[src/design/bmp_pkg.sv]
// ----------------------------------------------------------------------------
// bmp_pkg
// Shared types, widths, register codes and latencies of the barometric
// sensor compensation pipeline.
// ----------------------------------------------------------------------------
package bmp_pkg;

    localparam int RAW_W      = 20;
    localparam int FINE_W     = 20;
    localparam int CENT_W     = 16;
    localparam int PRES_W     = 32;
    localparam int CFG_IDX_W  = 2;
    localparam int CFG_DATA_W = 64;

    // stage counts of each pipeline section
    localparam int MUL_LAT    = 2;
    localparam int TEMP_LAT   = 5;
    localparam int PFRONT_LAT = 10;
    localparam int DIV_STEPS  = 64;
    localparam int DIV_LAT    = DIV_STEPS + 2;
    localparam int PBACK_LAT  = 6;
    localparam int TOTAL_LAT  = TEMP_LAT + PFRONT_LAT + DIV_LAT + PBACK_LAT;

    // configuration register indexes
    typedef enum logic [CFG_IDX_W-1:0] {
        CFG_TEMP_CAL   = 2'd0,
        CFG_PRESS_LOW  = 2'd1,
        CFG_PRESS_HIGH = 2'd2,
        CFG_PRESS_LAST = 2'd3
    } cfg_index_t;

    typedef struct packed {
        logic        [15:0] t1;
        logic signed [15:0] t2;
        logic signed [15:0] t3;
    } temp_cal_t;

    typedef struct packed {
        logic        [15:0] p1;
        logic signed [15:0] p2;
        logic signed [15:0] p3;
        logic signed [15:0] p4;
        logic signed [15:0] p5;
        logic signed [15:0] p6;
        logic signed [15:0] p7;
        logic signed [15:0] p8;
        logic signed [15:0] p9;
    } press_cal_t;

    // sign-extend a 16-bit calibration word to 64 bits
    function automatic logic [63:0] sx16(logic [15:0] w);
        return {{48{w[15]}}, w};
    endfunction

    // arithmetic right shift of a 64-bit two's complement word
    function automatic logic [63:0] asr64(logic [63:0] x, int unsigned n);
        return $unsigned($signed(x) >>> n);
    endfunction

endpackage

[src/design/bmp_delay.sv]
// ----------------------------------------------------------------------------
// bmp_delay
// Stallable shift line that keeps side data aligned with a pipeline section.
// ----------------------------------------------------------------------------
module bmp_delay #(
    parameter int W = 1,
    parameter int N = 1
) (
    input  logic         clk,
    input  logic         en,
    input  logic [W-1:0] d,
    output logic [W-1:0] q
);

    logic [W-1:0] pipe_reg [N];

    // first tap
    always_ff @(posedge clk)
    begin
        if (en)
        begin
            pipe_reg[0] <= d;
        end
    end

    // remaining taps
    for (genvar i = 1; i < N; i++)
    begin : g_tap
        always_ff @(posedge clk)
        begin
            if (en)
            begin
                pipe_reg[i] <= pipe_reg[i-1];
            end
        end
    end

    assign q = pipe_reg[N-1];

endmodule

[src/design/bmp_temp.sv]
// ----------------------------------------------------------------------------
// bmp_temp
// Five-stage temperature section: fine temperature and centidegrees,
// both saturated.
// ----------------------------------------------------------------------------
module bmp_temp #(
    parameter int SIDE_W = 1
) (
    input  logic                              clk,
    input  logic                              en,
    input  bmp_pkg::temp_cal_t                cal,
    input  logic        [bmp_pkg::RAW_W-1:0]  raw_t,
    input  logic        [SIDE_W-1:0]          side_in,
    output logic signed [bmp_pkg::FINE_W-1:0] fine,
    output logic signed [bmp_pkg::CENT_W-1:0] cent,
    output logic        [SIDE_W-1:0]          side_out
);

    import bmp_pkg::*;

    logic signed [17:0] x_reg;
    logic signed [16:0] d_reg;
    logic signed [33:0] m1_reg;
    logic        [32:0] dd_reg;
    logic signed [22:0] a_reg;
    logic signed [37:0] bb_reg;
    logic signed [23:0] tf_reg;
    logic signed [FINE_W-1:0] fine_reg;
    logic signed [CENT_W-1:0] cent_reg;

    logic signed [17:0] x_next;
    logic signed [16:0] d_next;
    logic signed [33:0] m1_next;
    logic signed [33:0] dsq;
    logic signed [37:0] bb_next;
    logic signed [23:0] tf_next;
    logic signed [26:0] c5;
    logic signed [26:0] cs;

    // differences against t1
    assign x_next = $signed({1'b0, raw_t[19:3]}) - $signed({1'b0, cal.t1, 1'b0});
    assign d_next = $signed({1'b0, raw_t[19:4]}) - $signed({1'b0, cal.t1});

    // products
    assign m1_next = 34'(x_reg) * 34'(cal.t2);
    assign dsq     = 34'(d_reg) * 34'(d_reg);
    assign bb_next = 38'($signed({1'b0, dd_reg[32:12]})) * 38'(cal.t3);
    assign tf_next = 24'(a_reg) + 24'(bb_reg >>> 14);

    // centidegree rounding
    assign c5 = 27'(tf_reg) * 27'sd5 + 27'sd128;
    assign cs = c5 >>> 8;

    always_ff @(posedge clk)
    begin
        if (en)
        begin
            x_reg  <= x_next;
            d_reg  <= d_next;
            m1_reg <= m1_next;
            dd_reg <= dsq[32:0];
            a_reg  <= 23'(m1_reg >>> 11);
            bb_reg <= bb_next;
            tf_reg <= tf_next;
        end
    end

    // saturation
    always_ff @(posedge clk)
    begin
        if (en)
        begin
            if (tf_reg > 24'sd524287)
            begin
                fine_reg <= 20'sh7FFFF;
            end
            else if (tf_reg < -24'sd524288)
            begin
                fine_reg <= 20'sh80000;
            end
            else
            begin
                fine_reg <= tf_reg[FINE_W-1:0];
            end
            if (cs > 27'sd32767)
            begin
                cent_reg <= 16'sh7FFF;
            end
            else if (cs < -27'sd32768)
            begin
                cent_reg <= 16'sh8000;
            end
            else
            begin
                cent_reg <= cs[CENT_W-1:0];
            end
        end
    end

    assign fine = fine_reg;
    assign cent = cent_reg;

    bmp_delay #(.W(SIDE_W), .N(TEMP_LAT)) u_side (
        .clk (clk),
        .en  (en),
        .d   (side_in),
        .q   (side_out)
    );

endmodule

[config.mk]
export PLATFORM = sky130hd
export DESIGN_NAME = bmp_temp
export DESIGN_NICKNAME = d
export VERILOG_FILES = /design/src/design/bmp_pkg.sv /design/src/design/bmp_delay.sv /design/src/design/bmp_temp.sv
export SDC_FILE = /design/constraint.sdc
export NUM_CORES = 2
export LEC_CHECK = 0
export BUFFER_PORTS_ARGS = -buffer_cell sky130_fd_sc_hd__buf_2
export CORE_MARGIN = 8
export CORE_UTILIZATION = 39
export DETAILED_ROUTE_END_ITERATION = 7
export SYNTH_ARGS = -nofsm -noshare
export SYNTH_HDL_FRONTEND = slang
export SYNTH_SLANG_ARGS = --single-unit
[constraint.sdc]
create_clock -name clk -period 9.26 [get_ports clk]
set_input_delay 0.926 -clock clk [delete_from_list [all_inputs] [get_ports clk]]
set_output_delay 0.926 -clock clk [all_outputs]
set_load 0.02 [all_outputs]
==> impl_metrics.py <==
metrics = {
    "die": {
        "initial_core_util_pct": 39.23,
        "core_um2": 99710,
        "dieHeight_um": 332.7,
        "fp.dieW_um": 332.7,
        "ios": 108,
        "fp-row-count": 116,
        "die_area_um2": 110700,
    },
    "yosys": {
        "ys.flop_type": "edfxtp_1",
        "synth_top_family_by_area": "adder cells",
        "ys_types": 71,
        "synth_mux_area_share_pct": 0.05437,
        "seq_area_frac_synth_pct": 13.36,
        "syn_nets": 5298,
        "synth_seq_cells": 174,
        "synth_area_um2": 39120,
        "async_reset_ff_share_pct": 0,
        "synth_xor_area_share_pct": 3.157,
        "synth_simple_gate_area_share_pct": 13.06,
        "synth_adder_area_share_pct": 54.58,
        "synth-edff-count": 174,
        "synth_cells": 4013,
        "synth_compound_area_share_pct": 4.730,
        "avgSynthCellArea_um2": 9.749,
        "yosysWarnings": 0,
    },
    "timing": {
        "rsz0062_at_grt": "false",
        "finalMaxSlewViolations": 0,
        "tightest_slew_ns": 1.127,
        "fin_crit_sh_pct": 81.82,
        "worst_clock_skew_ns": 0.01927,
        "hold_ws_ns": 0.4229,
        "max-slew-margin-rel_pct": 24.51,
        "fmax_mhz": 132.0,
        "finalHoldViolations": 0,
        "period_needed_ns": 7.576,
        "finalSetupViolCount": 0,
        "fin_setup_tns_ns": 0,
    },
    "worst_setup_path": {
        "worstSetupEndpointType": "flop",
        "worstReg2RegEnd": "dd_reg[32]$_DFFE_PP_",
        "start_kind": "flop",
        "cp_max_fo": 19,
        "reg2reg_slack_ns": 1.68,
        "crit_required_ns": 9.47,
        "critPathKind": "flop to flop",
        "r2r_cells": 17,
        "r2r-start": "x_reg[3]$_DFFE_PP_",
        "cp.arrival_ns": 7.79,
    },
    "min_path": {
        "hold_depth": 0,
        "hp-class": "flop to flop",
        "worstHoldEndpoint": "a_reg[19]$_DFFE_PP_",
        "hold_start": "m1_reg[30]$_DFFE_PP_",
    },
    "clock_tree": {
        "cts_max_path_buffers": 2,
        "cts_root_buf": "clkbuf_16",
        "cts_tree": "built",
        "ctsResizeCount": 0,
        "clock_latency_ns": 0.49,
        "cts_buffers": 17,
        "path_clk_slew_ns": 0.08,
        "postCtsHoldBufs": 0,
        "post_cts_buffers": 0,
        "htreeDepth": 4,
        "cts.sinks": 174,
    },
    "final_layout": {
        "nFillCells": 9717,
        "ff_latch_area_um2": 5225,
        "multi_input_area_um2": 29570,
        "final_cell_count_no_fill": 5340,
        "mostFrequentLayoutCells": "inv_1, fa_1, nand2_1, ha_1, and2_1",
        "fin_nets": 5314,
        "n_antenna_cell": 0,
        "drive_above_1_share_pct": 4.626,
        "final_common_cell": "inv_1",
        "area_growth_pct": 6.288,
    },
    "detailed_routing": {
        "drcViolationCount": 0,
        "wl_per_cell_um": 17.04,
        "num_vias": 25970,
        "drt-initial-drc-count": 1277,
        "ant_nets": 0,
        "firstDrtPassIters": 5,
        "drt-total-wl_um": 90990,
        "viasPerCell": 4.864,
    },
    "global_route": {
        "antenna_found_initial": 4,
        "grt_max_degree": 72,
        "grt_pass1_vias": 28190,
        "grt_pass1_wl_um": 150600,
        "grt_use_total_pct": 16.99,
        "grt_overflow": 0,
    },
    "job": {
        "cap_viol_max_count": 0,
    },
    "placed_design": {
        "place_congestion": 0.8377,
        "dpl.cell_count": 5308,
        "portBuffers": 104,
        "dp_hpwl_um": 72080,
    },
    "status": {
        "status": "complete, no violations",
    },
}
==> cells in the mapped netlist, drive strengths merged, types with 16 or more instances <==
cell type     n  share of area (%)
inv        1014                9.7
fa          821                 42
nand2       499                4.8
ha          393                 13
and2        304                4.9
edfxtp      174                 13
clkbuf      132                1.3
nor2        105                1.0
xnor2       101                2.3
a21oi        70               0.90
a21o         45               0.86
o21ai        45               0.58
xor2         40               0.90
nor3         31               0.45
nand2b       28               0.45
nand3        22               0.28
nor2b        22               0.35
a22oi        16               0.31
==> worst max-delay path, cell delays in order, from the launching register on <==
cell and delay (ns):
edfxtp_1 1.05, nand2_1 0.22, inv_1 0.20, fa_1 0.51
fa_1 0.74, inv_1 0.23, fa_1 0.50, fa_1 0.51
fa_1 0.49, inv_1 0.05, fa_1 0.44, ha_1 0.41
and4_1 0.26, nand4_1 0.17, o311ai_1 0.87, a31oi_1 0.35
nor3_1 0.25, a311oi_1 0.06
==> area by class of cell <==
cell class / count / share of cell area [%]
multi-input cells: 2688 / 71.11
clock inverters: 15 / 0.4393
well taps: 1298 / 3.906
inverters: 1015 / 9.163
flip-flops and latches: 174 / 12.57
clock buffers: 17 / 1.023
repair buffers: 133 / 1.790
==> routing by layer <==
layer	wire length [um]	GRT usage (%)	vias up
met4	1704	3.854	4
li1	-	-	12060
met2	44100	28.85	610
met5	22	0	-
met1	39710	22.37	13190
met3	5451	3.454	107
==> logic make-up after synthesis <==
group,Yosys count
DFF,174
buffers and inverters,1151
adders and majority gates,1214
muxes,2
xor gates and xnor gates,141
and+or+nand+nor,1063
AOI/OAI and AO/OA,268
==> metrics by stage <==
stage,area [um^2],setup WS [ns],util [%]
final,41580,1.684,41.70
after detailed placement,40970,1.375,41.09
after floorplan,39120,2.508,-
after global placement,40970,1.362,41.09
after CTS,41580,1.334,41.70
after global routing,41580,1.216,41.70
==> how the worst max path moves through the flow <==
stage	from	to
global route	x_reg[3]$_DFFE_PP_	dd_reg[31]$_DFFE_PP_
global placement	x_reg[4]$_DFFE_PP_	dd_reg[32]$_DFFE_PP_
CTS	x_reg[4]$_DFFE_PP_	dd_reg[32]$_DFFE_PP_
finish	x_reg[3]$_DFFE_PP_	dd_reg[32]$_DFFE_PP_
floorplan	cal[20]	m1_reg[32]$_DFFE_PP_
detailed placement	x_reg[4]$_DFFE_PP_	dd_reg[32]$_DFFE_PP_
Power is left out: the tool's default activity adds up to more than one toggle a clock period on the data nets, which glitch-free logic cannot reach.
